## config.mk

```make
export PLATFORM = sky130hd
export DESIGN_NAME = mlrq_controller
export DESIGN_NICKNAME = d
export VERILOG_FILES = /design/src/hdl/mlrq_pkg.sv /design/src/hdl/mlrq_controller.sv
export SDC_FILE = /design/constraint.sdc
export NUM_CORES = 1
export LEC_CHECK = 0
export BUFFER_PORTS_ARGS = -buffer_cell sky130_fd_sc_hd__clkbuf_2
export CAP_MARGIN = 20
export CORE_ASPECT_RATIO = 1.25
export CORE_UTILIZATION = 50
export CTS_CLUSTER_DIAMETER = 30
export DETAILED_ROUTE_END_ITERATION = 7
export PLACE_DENSITY = 0.67
export SLEW_MARGIN = 10
export SYNTH_ARGS = -nofsm -noshare
export SYNTH_HDL_FRONTEND = slang
export SYNTH_SLANG_ARGS = --single-unit
```

## constraint.sdc

```tcl
create_clock -name clk -period 8.6 [get_ports clk]
set_input_delay 0.86 -clock clk [delete_from_list [all_inputs] [get_ports clk]]
set_output_delay 0.86 -clock clk [all_outputs]
set_load 0.02 [all_outputs]
```

## src/hdl/mlrq_pkg.sv

```systemverilog
`timescale 1ns / 1ps
package mlrq_pkg;
  localparam int QueueDepth = 128;
  localparam int NumQueues = 8;
  localparam int PtrW = $clog2(QueueDepth);
  localparam int QW = $clog2(NumQueues);
  localparam int AddrW = PtrW + QW;
  localparam int EntryW = 40;

  localparam logic [1:0] OP_ENQ = 2'd0;
  localparam logic [1:0] OP_STRICT = 2'd1;
  localparam logic [1:0] OP_MINPRI = 2'd2;
  localparam logic [1:0] OP_MINTIME = 2'd3;

  localparam logic [1:0] ST_OK = 2'd0;
  localparam logic [1:0] ST_FULL = 2'd1;
  localparam logic [1:0] ST_BADQ = 2'd2;
  localparam logic [1:0] ST_EMPTY = 2'd3;

  typedef struct packed {
    logic [15:0] pid;
    logic [7:0] prio;
    logic [15:0] tleft;
  } entry_t;

  // commands from controller to datapath
  typedef struct packed {
    logic load;        // capture input word
    logic mem_rd;      // read at rd_addr
    logic [AddrW-1:0] rd_addr;
    logic mem_wr;
    logic [AddrW-1:0] wr_addr;
    logic wr_sel;      // 0: input entry, 1: held head entry
    logic cap_head;    // capture read data as head (and best)
    logic cap_best;    // capture read data as best
    logic out_load;
    logic [1:0] out_status;
    logic out_zero;
  } cmd_t;

  typedef struct packed {
    logic out_busy;
    logic better;      // read data strictly smaller than best
  } sts_t;
endpackage

```

## src/hdl/mlrq_controller.sv

```systemverilog
`timescale 1ns / 1ps
module mlrq_controller
  import mlrq_pkg::*;
(
  input  logic clk,
  input  logic rst,
  input  logic cfg_we,
  input  logic [3:0] cfg_data,
  input  logic in_valid,
  output logic in_stall,
  input  logic [1:0] opcode,
  input  logic [2:0] queue_index,
  input  sts_t sts,
  output cmd_t cmd,
  output logic key_time
);
  typedef enum logic [2:0] {
    S_IDLE, S_DECIDE, S_RD_HEAD, S_SCAN, S_LAST, S_SWAP, S_DONE
  } state_t;

  state_t state;
  logic [PtrW-1:0] head [NumQueues];
  logic [PtrW-1:0] tail [NumQueues];
  logic [3:0] qiu;
  logic [1:0] op;
  logic [QW-1:0] q;
  logic [PtrW-1:0] scan, best_idx;
  logic scan_pend;   // read issued last cycle, data to compare now
  logic [3:0] cfg_sat;
  logic [QW-1:0] sq;
  logic sfound;
  logic qbad;
  logic out_load;
  logic [1:0] out_status;
  logic out_zero;

  assign cfg_sat = (cfg_data > 4'(NumQueues)) ? 4'(NumQueues) : cfg_data;
  // hold input when busy, while the result is written or held stalled
  assign in_stall = (state != S_IDLE) || out_load || sts.out_busy;
  assign qbad = {1'b0, queue_index} >= qiu;

  // first non-empty queue in use
  always_comb begin
    sq = '0;
    sfound = 1'b0;
    for (int i = NumQueues - 1; i >= 0; i--) begin
      if (4'(i) < qiu && head[i] != tail[i]) begin
        sq = QW'(i);
        sfound = 1'b1;
      end
    end
  end

  always_comb begin
    cmd = '0;
    cmd.load = (state == S_IDLE) && in_valid && !in_stall;
    cmd.out_load = out_load;
    cmd.out_status = out_status;
    cmd.out_zero = out_zero;
    case (state)
      S_DECIDE: begin
        if (op == OP_ENQ) begin
          cmd.mem_wr = (PtrW'(tail[q] + 1'b1) != head[q]);
          cmd.wr_addr = {q, tail[q]};
        end
        cmd.mem_rd = 1'b1;
        cmd.rd_addr = {q, head[q]};
      end
      S_RD_HEAD: cmd.cap_head = 1'b1;
      S_SCAN: begin
        cmd.mem_rd = 1'b1;
        cmd.rd_addr = {q, scan};
        cmd.cap_best = scan_pend && sts.better;
      end
      S_LAST: cmd.cap_best = scan_pend && sts.better;
      S_SWAP: begin
        cmd.mem_wr = 1'b1;
        cmd.wr_addr = {q, best_idx};
        cmd.wr_sel = 1'b1;
      end
      default: ;
    endcase
  end

  always_ff @(posedge clk) begin
    if (rst) begin
      state <= S_IDLE;
      qiu <= '0;
      for (int i = 0; i < NumQueues; i++) begin
        head[i] <= '0;
        tail[i] <= '0;
      end
      op <= '0; q <= '0; scan <= '0; best_idx <= '0;
      scan_pend <= 1'b0; key_time <= 1'b0;
      out_load <= 1'b0;
      out_status <= ST_OK;
      out_zero <= 1'b1;
    end else begin
      out_load <= 1'b0;
      if (cfg_we) begin
        for (int i = 0; i < NumQueues; i++) begin
          if (4'(i) >= qiu && 4'(i) < cfg_sat) begin
            head[i] <= '0;
            tail[i] <= '0;
          end
        end
        qiu <= cfg_sat;
      end
      case (state)
        S_IDLE: begin
          if (in_valid && !in_stall) begin
            op <= opcode;
            key_time <= (opcode == OP_MINTIME);
            out_zero <= 1'b1;
            if (opcode == OP_STRICT) begin
              q <= sq;
              out_status <= sfound ? ST_OK : ST_EMPTY;
              state <= sfound ? S_DECIDE : S_DONE;
            end else begin
              q <= queue_index;
              if (qbad) begin
                out_status <= ST_BADQ;
                state <= S_DONE;
              end else begin
                out_status <= ST_OK;
                state <= S_DECIDE;
              end
            end
          end
        end
        S_DECIDE: begin
          if (op == OP_ENQ) begin
            if (PtrW'(tail[q] + 1'b1) == head[q]) out_status <= ST_FULL;
            else tail[q] <= PtrW'(tail[q] + 1'b1);
            state <= S_DONE;
          end else if (head[q] == tail[q]) begin
            out_status <= ST_EMPTY;
            state <= S_DONE;
          end else begin
            best_idx <= head[q];
            scan <= PtrW'(head[q] + 1'b1);
            scan_pend <= 1'b0;
            state <= S_RD_HEAD;
          end
        end
        S_RD_HEAD: begin
          if (op == OP_STRICT || scan == tail[q]) begin
            state <= S_SWAP;
          end else begin
            state <= S_SCAN;
          end
        end
        S_SCAN: begin
          if (scan_pend && sts.better) best_idx <= PtrW'(scan - 1'b1);
          scan_pend <= 1'b1;
          scan <= PtrW'(scan + 1'b1);
          if (PtrW'(scan + 1'b1) == tail[q]) state <= S_LAST;
        end
        S_LAST: begin
          if (sts.better) best_idx <= PtrW'(scan - 1'b1);
          state <= S_SWAP;
        end
        S_SWAP: begin
          // best slot takes the old head; the best entry leaves
          head[q] <= PtrW'(head[q] + 1'b1);
          out_zero <= 1'b0;
          state <= S_DONE;
        end
        S_DONE: begin
          out_load <= 1'b1;
          state <= S_IDLE;
        end
        default: state <= S_IDLE;
      endcase
    end
  end

`ifndef SYNTHESIS
  a_qiu_range: assert property (@(posedge clk) disable iff (rst)
    qiu <= 4'(NumQueues)) else $error("queue count above limit");
  a_load_idle: assert property (@(posedge clk) disable iff (rst)
    cmd.load |=> state != S_IDLE) else $error("accepted word left idle");
  a_swap_done: assert property (@(posedge clk) disable iff (rst)
    state == S_SWAP |=> state == S_DONE) else $error("swap not followed by done");
  a_stall_busy: assert property (@(posedge clk) disable iff (rst)
    state != S_IDLE |-> in_stall) else $error("input open while busy");
  a_out_free: assert property (@(posedge clk) disable iff (rst)
    out_load |-> !sts.out_busy) else $error("result written over a held word");
`endif
endmodule

```

Yosys cells after proc, flatten, opt, wreduce, memory -nomap -nowiden:

Memory sizes are Yosys's and may differ from the RTL's. A register that Yosys moved wholly into a read port is not among the register bits.
Index checks and enable logic that the tools add are counted.

* bits in registers: 32
* bits in writable memories: 112
* bits of input ports: 15
* output and inout bits: 32
* word-level logic and storage cells: 243
* memories: 2

Memories
* head: depth 8, bits a word 7, rd ports 9, clocked after Yosys merged registers in 1, write ports 9, line mlrq_controller.sv:22 `logic [PtrW-1:0] head [NumQueues];`
* tail: depth 8, bits a word 7, rd ports 9, clocked after Yosys merged registers in 1, write ports 9, line mlrq_controller.sv:23 `logic [PtrW-1:0] tail [NumQueues];`

* $add $sub $neg: 4
* order comparisons: 26
* equal/unequal tests: 30
* multiplexer cells: 116
* bitwise operators: 16
* reduce and logical (&&, ||, !) cells: 38

Operators with widths (number)
* $mux W7: 22
* $mux W3: 21
* $ne A7 B7 Y1: 9
* $mux W1: 56
* $pmux W11 S2: 2
* $lt A3 B4 Y1 const A: 8
* $eq A7 B7 Y1: 4
* $add A7 B1 Y7 const B: 3
* $pmux W7 S3: 1
* $logic_and A1 B1 Y1: 20
* $pmux W3 S6: 1
* $ge A3 B4 Y1 const A: 4
* $lt A1 B4 Y1 const A: 4
* $lt A2 B4 Y1 const A: 4
* $or A1 B1 Y1: 16
* $mux W2: 7
* $pmux W7 S2: 1
* $mux W11: 1
* $ne A2 B2 Y1 const B: 5
* $eq A3 B3 Y1 const B: 3
* $ge A1 B4 Y1 const A: 2
* $ge A2 B4 Y1 const A: 2
* $sub A7 B1 Y7 const B: 1
* $eq A3 B2 Y1 const B: 2
* 21 further kinds: 31

Logic depth before layout (Yosys ltp):

Gate-level depths: netlist (run 1).

* depth after elaboration: 14
* gate-level depth with buffers: 13

Worst setup path before layout (run 1):

No wires, ideal clock.

* kind: reg2out
* start: register (tool-made name)
* end: output port cmd[17] (netlist name)
* arrival time: 2827 ps
* required time: 7740 ps
* path slack: 4913 ps
* stages on the path, launching flop included: 13
* buffers on the path: 3
* cell sequence: dfxtp_1 buf_6 mux4_2 mux2i_1 inv_1 ha_1 xor2_1 nand3_1 o31ai_1 and4_1 buf_6 buf_6 o21ai_1

RTL lines
* end, declared: line mlrq_controller.sv:14 `output cmd_t cmd,`

==> results of run 1 <==
## cells by family after synthesis
family	after synthesis	share of synthesized area (%)
flip-flops	147	46.4
XOR/XNOR	93	9.31
adder cells (fa/ha/maj)	7	1.00
AO/OA/AOI/OAI	122	9.84
AND/OR/NAND/NOR	329	16.8
multiplexers	51	12.3
buffers and inverters	66	4.33
## report_power, final
part	switching, mW	leakage [nW]	internal (mW)	total (mW)
Sequential	0.117	1.49	0.844	0.960
Clock	0.313	0.247	0.371	0.684
Combinational	0.620	1.80	0.362	0.982
Total	1.05	3.53	1.58	2.63
## state kept, by name (all words and copies together), names as in the netlist, named ones only
signal,cells
state,3
best_idx,7
key_time,1
op,2
scan,7
head,56
out_zero,1
tail,56
out_status,2
qiu,4
out_load,1
q,3
scan_pend,1
## per-stage QoR
| stage | cell area, sq um | power, mW | setup slack (ps) | hold slack, ps |
|---|---|---|---|---|
| 6_report | 9540 | 2.63 | 3470 | 460 |
| 5_1_grt | 9540 | 2.74 | 3190 | 469 |
| 3_3_place_gp | 8990 | 1.92 | 3960 | 441 |
| 3_5_place_dp | 9000 | 1.94 | 3920 | 450 |
| 2_1_floorplan | 8750 | 1.69 | 4910 | 432 |
| 4_1_cts | 9530 | 2.61 | 3440 | 459 |
## worst max path at each step
| stage | startpoint | end | cells past startpoint |
|---|---|---|---|
| final | flop | cmd[17] | 9 |
| after detailed placement | flop | cmd[17] | 9 |
| after CTS | flop | cmd[17] | 9 |
| after floorplan | flop | cmd[17] | 12 |
| after global routing | flop | cmd[17] | 9 |
| after global placement | flop | cmd[17] | 9 |
## per-layer routing
| metal | GRT usage [%] | up-vias |
|---|---|---|
| met5 | 0 | - |
| met3 | 5.53 | 82 |
| li1 | - | 2988 |
| met1 | 35.2 | 3275 |
| met2 | 51.5 | 345 |
| met4 | 20.1 | 0 |
## Yosys cell counts, types with 3 or more instances
cell,count
sky130_fd_sc_hd__edfxtp_1,112
sky130_fd_sc_hd__nor3_1,14
sky130_fd_sc_hd__nor3b_1,3
sky130_fd_sc_hd__mux4_1,17
sky130_fd_sc_hd__or2_1,3
sky130_fd_sc_hd__a41oi_1,3
sky130_fd_sc_hd__a31oi_1,12
sky130_fd_sc_hd__nand2_1,58
sky130_fd_sc_hd__o31ai_1,5
sky130_fd_sc_hd__nor2_1,177
sky130_fd_sc_hd__or3_1,3
sky130_fd_sc_hd__a211o_1,7
sky130_fd_sc_hd__mux2i_1,9
sky130_fd_sc_hd__buf_4,7
sky130_fd_sc_hd__buf_2,10
sky130_fd_sc_hd__nor4b_1,3
sky130_fd_sc_hd__a21oi_1,34
sky130_fd_sc_hd__clkbuf_1,19
sky130_fd_sc_hd__xor2_1,48
sky130_fd_sc_hd__buf_6,8
sky130_fd_sc_hd__nand3_1,14
sky130_fd_sc_hd__and3_1,3
sky130_fd_sc_hd__a211oi_1,6
sky130_fd_sc_hd__xnor2_1,45
sky130_fd_sc_hd__nor2b_1,6
sky130_fd_sc_hd__o21ai_1,9
sky130_fd_sc_hd__o32ai_2,3
sky130_fd_sc_hd__o21ai_0,16
sky130_fd_sc_hd__ha_1,7
sky130_fd_sc_hd__mux2i_4,10
sky130_fd_sc_hd__nand3b_1,6
sky130_fd_sc_hd__mux4_2,13
sky130_fd_sc_hd__nor4_1,12
sky130_fd_sc_hd__dfxtp_1,35
sky130_fd_sc_hd__nand2b_1,17
sky130_fd_sc_hd__inv_1,17
sky130_fd_sc_hd__or2_2,3
sky130_fd_sc_hd__a21o_1,3
sky130_fd_sc_hd__a41o_1,4
## critical path, cell delays in order, from the launching register on
cell and delay, ps:
sky130_fd_sc_hd__dfxtp_2 950, sky130_fd_sc_hd__mux4_2 610, sky130_fd_sc_hd__mux2i_1 430, sky130_fd_sc_hd__inv_1 90
sky130_fd_sc_hd__ha_1 270, sky130_fd_sc_hd__xor2_1 200, sky130_fd_sc_hd__o31ai_1 230, sky130_fd_sc_hd__and4_1 700
sky130_fd_sc_hd__o21ai_1 160, sky130_fd_sc_hd__clkbuf_2 180
## cell type report
| type | count | share of cell area [%] |
|---|---|---|
| sequential | 147 | 42.6 |
| multi-input combinational | 602 | 45.2 |
| tap | 220 | 2.88 |
| clock inverter | 13 | 1.06 |
| inverter | 19 | 0.747 |
| timing repair buffer | 54 | 3.04 |
| clock buffer | 18 | 4.50 |
==> impl_metrics.env, run 1 <==
export IMPL_ios=47
export IMPL_cts_htree_levels=4
export IMPL_synth_net_count=837
export IMPL_rsz0062_at_grt="no"
export IMPL_hp_start="best_idx[2]$_SDFFE_PP0P_"
export IMPL_synth_yosys_warnings=0
export IMPL_max_clock_freq_mhz=195
export IMPL_max_clock_path_buffers=2
export IMPL_timing_reg2reg_setup_slack_ps=4160
export IMPL_final_setup_viol_count=0
export IMPL_final_min_period_over_clock_period_pct=59.6
export IMPL_clock_sink_count=147
export IMPL_resized_gates_after_cts=0
export IMPL_timing_hold_worst_path_depth=2
export IMPL_netlist_top_cell_by_area="sky130_fd_sc_hd__edfxtp_1"
export IMPL_setup_tns_final_ps=0
export IMPL_drt_total_wl_mm=26.2
export IMPL_highest_layer="met4"
export IMPL_most_area_consuming_cells_after_synthesis="sky130_fd_sc_hd__edfxtp_1 (38%), sky130_fd_sc_hd__dfxtp_1 (8.0%), sky130_fd_sc_hd__nor2_1 (7.6%)"
export IMPL_async_set_reset_flop_share_out_of_synthesis_pct=0
export IMPL_multi_input_comb_area_sq_um=4310
export IMPL_outcome="finished, final reports clean"
export IMPL_ctsRootBufferMaster="sky130_fd_sc_hd__clkbuf_16"
export IMPL_flops_latches_synth=147
export IMPL_grt_ovfl_total=0
export IMPL_leakage_nw=3.53
export IMPL_post_route_util_pct=56.2
export IMPL_slew_violations=0
export IMPL_synth_ff_type="sky130_fd_sc_hd__edfxtp_1"
export IMPL_regArea_sq_um=4070
export IMPL_dp_final_hpwl_mm=19.9
export IMPL_finalHoldViolations=0
export IMPL_cts_made_buffers=17
export IMPL_clk_pin_slew_ps=60
export IMPL_cap_viol_max_count=0
export IMPL_routedLengthMet1_mm=9.70
export IMPL_synth_edff_count=112
export IMPL_final_setup_skew_ps=7.12
export IMPL_detailroute_wirelength_met3_mm=1.76
export IMPL_final_layout_size_suffix_gt1_share_pct=14.3
export IMPL_post_cts_setup_buffer_count=0
export IMPL_worst_r2r_endpoint="tail[4][4]$_SDFFCE_PN0P_"
export IMPL_layout_cells_most_common="sky130_fd_sc_hd__nor2_1"
export IMPL_path_class="flop to primary output"
export IMPL_grt_first_pass_wirelength_mm=39.1
export IMPL_critPathCaptureType="primary output"
export IMPL_hold_class="flop to flop"
export IMPL_holdPathEnd="best_idx[2]$_SDFFE_PP0P_"
export IMPL_peakVddDrop_mv=0.156
export IMPL_numPortBuffers=46
export IMPL_finish_cell_count_without_fillers=1073
export IMPL_dr_pass1_iters=5
export IMPL_grt_pass1_vias=6494
export IMPL_startpoint_type="flop"
export IMPL_cts_hold_fix_buffers=0
export IMPL_clkLatencyLatePin_ps=430
export IMPL_final_antenna_net_count=0
export IMPL_worst_path_fanout_max=30
export IMPL_wire_per_inst_um=24.4
export IMPL_die_area_sq_um=18000
export IMPL_detailroute_via_count=6690
export IMPL_ys_seq_area_share_pct=46.4
export IMPL_number_of_antenna_violations_at_the_first_check_in_global_routing=0
export IMPL_power_density_nw_per_um2=275
export IMPL_finalWeightedCongestion=0.956
export IMPL_met2WireLength_mm=12.9
export IMPL_die_w_um=120
export IMPL_first_iter_violations=765
export IMPL_grt_start_max_net_pins=50
export IMPL_slew_headroom_pct=18.4
export IMPL_finalCriticalPeriod_ps=5130
export IMPL_synth_cell_types=65
export IMPL_antenna_cells=0
export IMPL_route_detailed_vias_per_inst=6.23
export IMPL_cp_data_arrival_time_ps=4270
export IMPL_required_ps=7740
export IMPL_total_core_area_sq_um=17000
export IMPL_synthesis_area_sq_um=8750
export IMPL_row_count=53
export IMPL_layout_common_cells="sky130_fd_sc_hd__nor2_1 (177), sky130_fd_sc_hd__edfxtp_1 (112), sky130_fd_sc_hd__nand2_1 (58)"
export IMPL_dp_cells=1041
export IMPL_track_usage_pct=30.4
export IMPL_timing_worst_slew_pin_value_ps=1220
export IMPL_design_final_nets=863
export IMPL_initial_utilization_pct=51.6
export IMPL_fp_dieH_um=150
export IMPL_tritoncts="done"
export IMPL_detail_route_drc_violations=0
export IMPL_area_delta_synth_final_pct=9.02
export IMPL_yosys_area_top_type_share_pct=38.4
export IMPL_synthesis_area_per_instance_sq_um=10.7
export IMPL_timing_reg2reg_worst_path_depth=9
export IMPL_fill_cells=1468
export IMPL_postSynthCellCount=815
(Power assumes the default switching activity.)
==> inputs of run 2 (changes only) <==
--- a/config.mk
+++ b/config.mk
@@ -5,13 +5,14 @@
 export SDC_FILE = /design/constraint.sdc
 export NUM_CORES = 1
 export LEC_CHECK = 0
+export ABC_AREA = 1
 export BUFFER_PORTS_ARGS = -buffer_cell sky130_fd_sc_hd__clkbuf_2
 export CAP_MARGIN = 20
 export CORE_ASPECT_RATIO = 1.25
 export CORE_UTILIZATION = 50
 export CTS_CLUSTER_DIAMETER = 30
 export DETAILED_ROUTE_END_ITERATION = 7
-export PLACE_DENSITY = 0.67
+export PLACE_DENSITY = 0.7
 export SLEW_MARGIN = 10
 export SYNTH_ARGS = -nofsm -noshare
 export SYNTH_HDL_FRONTEND = slang
==> constraint.sdc (replaced) <==
create_clock -name clk -period 4.2 [get_ports clk]
set_input_delay 0.42 -clock clk [delete_from_list [all_inputs] [get_ports clk]]
set_output_delay 0.42 -clock clk [all_outputs]
set_load 0.02 [all_outputs]
==> impl_metrics.env, run 2 <==
export IMPL_post_synth_top_count_cell="sky130_fd_sc_hd__nand2_1"
export IMPL_final_antenna_net_count=0
export IMPL_tritoncts="done"
export IMPL_final_setup_skew_ps=13.2
export IMPL_cap_viol_max_count=0
export IMPL_outcome="finished, final reports clean"
export IMPL_slew_violations=0
export IMPL_ys_seq_area_share_pct=44.4
export IMPL_cp_data_arrival_time_ps=3540
export IMPL_detailroute_via_count=8535
export IMPL_most_area_consuming_cells_after_synthesis="sky130_fd_sc_hd__edfxtp_1 (37%), sky130_fd_sc_hd__nand2_1 (14%), sky130_fd_sc_hd__nor2_1 (9.0%)"
export IMPL_grt_ovfl_total=0
export IMPL_leakage_nw=4.72
export IMPL_slew_headroom_pct=39.9
export IMPL_number_of_antenna_violations_at_the_first_check_in_global_routing=2
export IMPL_synthesis_area_sq_um=9150
export IMPL_timing_hold_worst_path_depth=3
export IMPL_synth_net_count=1266
export IMPL_max_clock_path_buffers=2
export IMPL_clock_sink_count=147
export IMPL_clk_pin_slew_ps=60
export IMPL_async_set_reset_flop_share_out_of_synthesis_pct=0
export IMPL_total_core_area_sq_um=17700
export IMPL_postSynthCellCount=1244
export IMPL_cp_common_cell="sky130_fd_sc_hd__nand2_1"
export IMPL_numPortBuffers=46
export IMPL_die_area_sq_um=18900
export IMPL_fp_dieH_um=153
export IMPL_yosys_area_top_type_share_pct=36.7
export IMPL_route_detailed_vias_per_inst=5.60
export IMPL_required_ps=3780
export IMPL_largest_registers_ranked_by_flip_flop_count="head x56, tail x56"
export IMPL_post_cts_setup_buffer_count=0
export IMPL_cts_made_buffers=17
export IMPL_drt_total_wl_mm=29.3
export IMPL_worst_hold_slack_ps=245
export IMPL_finalCriticalPeriod_ps=3960
export IMPL_layout_common_cells="sky130_fd_sc_hd__nand2_1 (353), sky130_fd_sc_hd__nor2_1 (220), sky130_fd_sc_hd__inv_1 (137)"
export IMPL_setup_tns_final_ps=0
export IMPL_dp_final_hpwl_mm=22.0
export IMPL_post_route_util_pct=57.4
export IMPL_worst_path_fanout_max=59
export IMPL_finalHoldViolations=0
export IMPL_die_w_um=123
export IMPL_row_count=54
export IMPL_ios=47
export IMPL_cts_hold_fix_buffers=0
export IMPL_netlist_top_cell_by_area="sky130_fd_sc_hd__edfxtp_1"
export IMPL_worst_r2r_endpoint="tail[7][1]$_SDFFCE_PN0P_"
export IMPL_finalWeightedCongestion=0.990
export IMPL_path_class="flop to primary output"
export IMPL_initial_utilization_pct=51.7
export IMPL_peakVddDrop_mv=0.350
export IMPL_hold_class="primary input to flop"
export IMPL_grt_first_pass_wirelength_mm=44.8
export IMPL_cpLargestDelayFamily="simple AND/OR/NAND/NOR gates"
export IMPL_track_usage_pct=32.6
export IMPL_area_delta_synth_final_pct=11.1
export IMPL_power_density_nw_per_um2=610
export IMPL_timing_reg2reg_setup_slack_ps=530
export IMPL_timing_critical_path_slowest_stage_cell="sky130_fd_sc_hd__buf_4"
export IMPL_hp_start="opcode[0]"
export IMPL_worstPathCellList="buf_4 > nand2_1 > nand3_1 > nand2_1 > nand2_1 > nand2_1 > ha_1 > clkinv_1 > nand3_1 > nand2_1 > inv_1 > nand2_1 > nor2_1 > nand3_1 > nor2_1 > nand2_2 > nand2_4 > nand2_1 > clkbuf_2"
export IMPL_final_min_period_over_clock_period_pct=94.4
export IMPL_synth_ff_type="sky130_fd_sc_hd__edfxtp_1"
export IMPL_critPathCaptureType="primary output"
export IMPL_synth_yosys_warnings=0
export IMPL_timing_worst_slew_pin_value_ps=895
export IMPL_synth_edff_count=112
export IMPL_grt_pass1_vias=8017
export IMPL_grt_start_max_net_pins=60
export IMPL_rsz0062_at_grt="no"
export IMPL_wire_per_inst_um=19.2
export IMPL_max_clock_freq_mhz=252
export IMPL_ctsRootBufferMaster="sky130_fd_sc_hd__clkbuf_16"
export IMPL_antenna_cells=0
export IMPL_cts_htree_levels=4
export IMPL_clkLatencyLatePin_ps=440
export IMPL_synth_cell_types=39
export IMPL_resized_gates_after_cts=0
export IMPL_flops_latches_synth=147
export IMPL_final_setup_viol_count=0
export IMPL_ys_top_cells_by_count="sky130_fd_sc_hd__nand2_1 (353), sky130_fd_sc_hd__nor2_1 (220), sky130_fd_sc_hd__inv_1 (137), sky130_fd_sc_hd__edfxtp_1 (112), sky130_fd_sc_hd__nand3_1 (93)"
export IMPL_critPathBufInv=4
export IMPL_worst_path_largest_cell_delay_ps=460
export IMPL_final_layout_size_suffix_gt1_share_pct=9.45
export IMPL_detail_route_drc_violations=0
export IMPL_holdPathEnd="op[0]$_SDFFE_PP0P_"
export IMPL_synthesis_area_per_instance_sq_um=7.36
export IMPL_startpoint_type="flop"
export IMPL_layout_cells_most_common="sky130_fd_sc_hd__nand2_1"
export IMPL_dr_pass1_iters=6
export IMPL_timing_reg2reg_worst_path_depth=20
export IMPL_design_final_nets=1310
export IMPL_first_iter_violations=863
## run 2: changes by cell type after synthesis, moves of 12 or more
cell / delta
sky130_fd_sc_hd__nand2_1: +295
sky130_fd_sc_hd__a21oi_1: +13
sky130_fd_sc_hd__mux4_1: -17
sky130_fd_sc_hd__nand3_1: +79
sky130_fd_sc_hd__nor2_1: +43
sky130_fd_sc_hd__inv_1: +120
sky130_fd_sc_hd__o21ai_0: +30
sky130_fd_sc_hd__xnor2_1: -23
sky130_fd_sc_hd__nor4_1: -12
sky130_fd_sc_hd__mux4_2: -13
sky130_fd_sc_hd__nand4_1: +16
sky130_fd_sc_hd__nand2b_1: -17
sky130_fd_sc_hd__xor2_1: -12
## run 2: cell type report
class                           instances  area, sq um
Clock inverter                          7         93.8
Inverter                              144          543
Timing Repair Buffer                   62          350
Fill cell                            1710         7530
Sequential cell                       147         4070
Multi-Input combinational cell        916         4320
Tap cell                              224          280
Clock buffer                           25          520
## run 2: cell families (layout without fill, tap and decap cells)
group / after synthesis / in the layout / share of synthesized area, %
adders and majority gates: 7 / 7 / 0.957
xor gates and xnor gates: 58 / 58 / 5.55
and+or+nand+nor: 726 / 726 / 33.4
DFF: 147 / 147 / 44.4
AOI/OAI and AO/OA: 125 / 125 / 7.23
buffers and inverters: 181 / 238 / 8.43
## run 2: worst min-delay path, delay by kind of cell
family / cells / cell delay [ps]
buffers and inverters: 1 / 100
AO/OA/AOI/OAI: 1 / 50
AND/OR/NAND/NOR: 1 / 60
## run 2: how the worst max path moves through the flow
stage / from / endpoint / slack (ps) / cells past startpoint
3_5_place_dp: flop / tail[7][4]$_SDFFCE_PN0P_ / 650 / 20
6_report: flop / cmd[17] / 240 / 19
5_1_grt: flop / cmd[17] / 20 / 19
2_1_floorplan: flop / tail[0][0]$_SDFFCE_PN0P_ / 1220 / 23
4_1_cts: flop / cmd[17] / 310 / 19
3_3_place_gp: flop / tail[7][1]$_SDFFCE_PN0P_ / 750 / 20
## run 2: per-layer routing
| layer | routed length, um | vias up | GRT usage (%) | share of wire, % |
|---|---|---|---|---|
| met4 | 1860 | 2 | 19.6 | 6.4 |
| met1 | 11500 | 3891 | 41.7 | 39 |
| met5 | 13 | - | 0 | 0.044 |
| li1 | - | 4087 | - | - |
| met3 | 2530 | 116 | 6.08 | 8.6 |
| met2 | 13400 | 439 | 50.9 | 46 |
## run 2: per-stage QoR
stage                     total power, mW  std cells  worst slack, ps  area [sq um]
after global placement               4.54       1493              749          9560
final                                6.21       1525              235         10200
after global routing                 6.49       1525             16.9         10200
after floorplan                      3.62       1244             1220          9150
after CTS                            6.11       1525              311         10200
after detailed placement             4.54       1493              645          9560
## run 2: power by group
group	switching, mW	internal [mW]
combinational	2.05	0.698
sequential	0.148	1.73
clock	0.601	0.982
total	2.80	3.41
==> inputs of run 3 (changes only) <==
--- a/config.mk
+++ b/config.mk
@@ -5,7 +5,6 @@
 export SDC_FILE = /design/constraint.sdc
 export NUM_CORES = 1
 export LEC_CHECK = 0
-export ABC_AREA = 1
 export BUFFER_PORTS_ARGS = -buffer_cell sky130_fd_sc_hd__clkbuf_2
 export CAP_MARGIN = 20
 export CORE_ASPECT_RATIO = 1.25
==> impl_metrics.env, run 3 (synthesis results as in run 1) <==
export IMPL_cap_viol_max_count=0
export IMPL_dr_pass1_iters=8
export IMPL_critPathCaptureType="primary output"
export IMPL_largest_registers_ranked_by_flip_flop_count="head x56, tail x56"
export IMPL_power_switching_share_pct=40.5
export IMPL_holdPathEnd="op[1]$_SDFFE_PP0P_"
export IMPL_hp_start="opcode[1]"
export IMPL_final_antenna_net_count=0
export IMPL_first_iter_violations=885
export IMPL_tritoncts="done"
export IMPL_layout_cells_most_common="sky130_fd_sc_hd__nor2_1"
export IMPL_finalHoldViolations=0
export IMPL_ctsRootBufferMaster="sky130_fd_sc_hd__clkbuf_16"
export IMPL_antenna_cells=0
export IMPL_clock_sink_count=147
export IMPL_layout_common_cells="sky130_fd_sc_hd__nor2_1 (177), sky130_fd_sc_hd__edfxtp_1 (112), sky130_fd_sc_hd__nand2_1 (58)"
export IMPL_timing_reg2reg_worst_path_depth=9
export IMPL_row_count=53
export IMPL_grt_ovfl_total=0
export IMPL_path_class="flop to primary output"
export IMPL_startpoint_type="flop"
export IMPL_clk_pin_slew_ps=70
export IMPL_internal_power_mw=3.32
export IMPL_clkLatencyLatePin_ps=430
export IMPL_detailroute_via_count=6851
export IMPL_worst_path_fanout_max=19
export IMPL_final_setup_skew_ps=14.0
export IMPL_total_core_area_sq_um=17000
export IMPL_finalWeightedCongestion=1.03
export IMPL_dp_final_hpwl_mm=20.0
export IMPL_final_layout_size_suffix_gt1_share_pct=16.3
export IMPL_track_usage_pct=30.2
export IMPL_hold_class="primary input to flop"
export IMPL_numPortBuffers=46
export IMPL_fp_dieH_um=150
export IMPL_die_w_um=120
export IMPL_finish_cell_count_without_fillers=1087
export IMPL_slew_headroom_pct=36.8
export IMPL_drt_total_wl_mm=26.3
export IMPL_area_delta_synth_final_pct=10.9
export IMPL_slew_violations=0
export IMPL_wire_per_inst_um=24.2
export IMPL_initial_utilization_pct=51.6
export IMPL_grt_start_max_net_pins=28
export IMPL_cts_htree_levels=4
export IMPL_max_clock_path_buffers=2
export IMPL_dp_cells=1055
export IMPL_final_min_period_over_clock_period_pct=95.6
export IMPL_p_comb_share_pct=37.4
export IMPL_cts_hold_fix_buffers=0
export IMPL_p_seq_share_pct=35.2
export IMPL_setup_tns_final_ps=0
export IMPL_route_detailed_vias_per_inst=6.30
export IMPL_timing_hold_worst_path_depth=3
export IMPL_power_switching_mw=2.26
export IMPL_required_ps=3780
export IMPL_leakage_nw=3.64
export IMPL_cts_made_buffers=17
export IMPL_number_of_antenna_violations_at_the_first_check_in_global_routing=0
export IMPL_grt_pass1_vias=6395
export IMPL_detail_route_drc_violations=0
export IMPL_share_clk_of_total_power_pct=27.4
export IMPL_peakVddDrop_mv=0.330
export IMPL_post_route_util_pct=57.2
export IMPL_design_final_nets=876
export IMPL_timing_worst_slew_pin_value_ps=935
export IMPL_grt_first_pass_wirelength_mm=39.0
export IMPL_worst_hold_slack_ps=244
export IMPL_ios=47
export IMPL_die_area_sq_um=18000
export IMPL_outcome="finished, final reports clean"
export IMPL_cp_data_arrival_time_ps=3590
export IMPL_rsz0062_at_grt="no"
export IMPL_max_clock_freq_mhz=249
export IMPL_final_setup_viol_count=0
export IMPL_power_density_nw_per_um2=575
export IMPL_finalCriticalPeriod_ps=4010
export IMPL_timing_reg2reg_setup_slack_ps=510
export IMPL_worst_r2r_endpoint="tail[7][3]$_SDFFCE_PN0P_"
-- run 3: power groups by stage --
stage          Sequential [mW]  Combinational [mW]  Clock (mW)
2_1_floorplan             1.84                1.61           0
3_3_place_gp              1.99                2.03           0
3_5_place_dp              1.99                2.05           0
4_1_cts                   1.96                2.06        1.54
5_1_grt                   1.98                2.22        1.60
6_report                  1.97                2.09        1.53
-- run 3: through the flow --
stage / setup WS (ps) / instance area [sq um] / power, mW
2_1_floorplan: 953 / 8750 / 3.45
3_3_place_gp: 515 / 9110 / 4.02
3_5_place_dp: 420 / 9110 / 4.04
4_1_cts: 32.3 / 9710 / 5.55
5_1_grt: 53.8 / 9710 / 5.80
6_report: 186 / 9710 / 5.59
-- run 3: critical path: stages (launching register included) --
cell and delay [ps]:
sky130_fd_sc_hd__dfxtp_2 410, sky130_fd_sc_hd__buf_4 350, sky130_fd_sc_hd__mux4_1 640, sky130_fd_sc_hd__mux2i_4 360, sky130_fd_sc_hd__xnor2_1 200, sky130_fd_sc_hd__xnor2_1 160
sky130_fd_sc_hd__o31ai_1 180, sky130_fd_sc_hd__and4_2 520, sky130_fd_sc_hd__o21ai_1 160, sky130_fd_sc_hd__clkbuf_2 180
-- run 3: worst max path at each step --
stage | startpoint | to | slack, ps | cells past startpoint
after CTS | flop | cmd[17] | 30 | 9
after detailed placement | flop | tail[7][3]$_SDFFCE_PN0P_ | 420 | 9
after global placement | flop | tail[6][3]$_SDFFCE_PN0P_ | 520 | 9
after floorplan | flop | cmd[17] | 950 | 12
final | flop | cmd[17] | 190 | 9
after global routing | flop | cmd[17] | 50 | 9
-- run 3: repair_timing --
item                       CTS  global route
setup endpoints to repair    0             1
buffers inserted             0             0
resized for setup            0             1
-- run 3: cell type report --
type,count,area (sq um)
repair buffers,67,388
clock inverters,15,171
multi-input cells,602,4310
well taps,220,275
clock buffers,17,425
inverters,19,71.3
fillers,1451,7270
flip-flops and latches,147,4070
-- run 3: metal layers --
layer | vias to the layer above | global-route usage [%] | wire [um]
met5 | - | 0 | 0
met4 | 0 | 23.3 | 2080
met3 | 107 | 6.40 | 2030
met2 | 420 | 48.4 | 12400
met1 | 3303 | 35.4 | 9700
li1 | 3021 | - | -
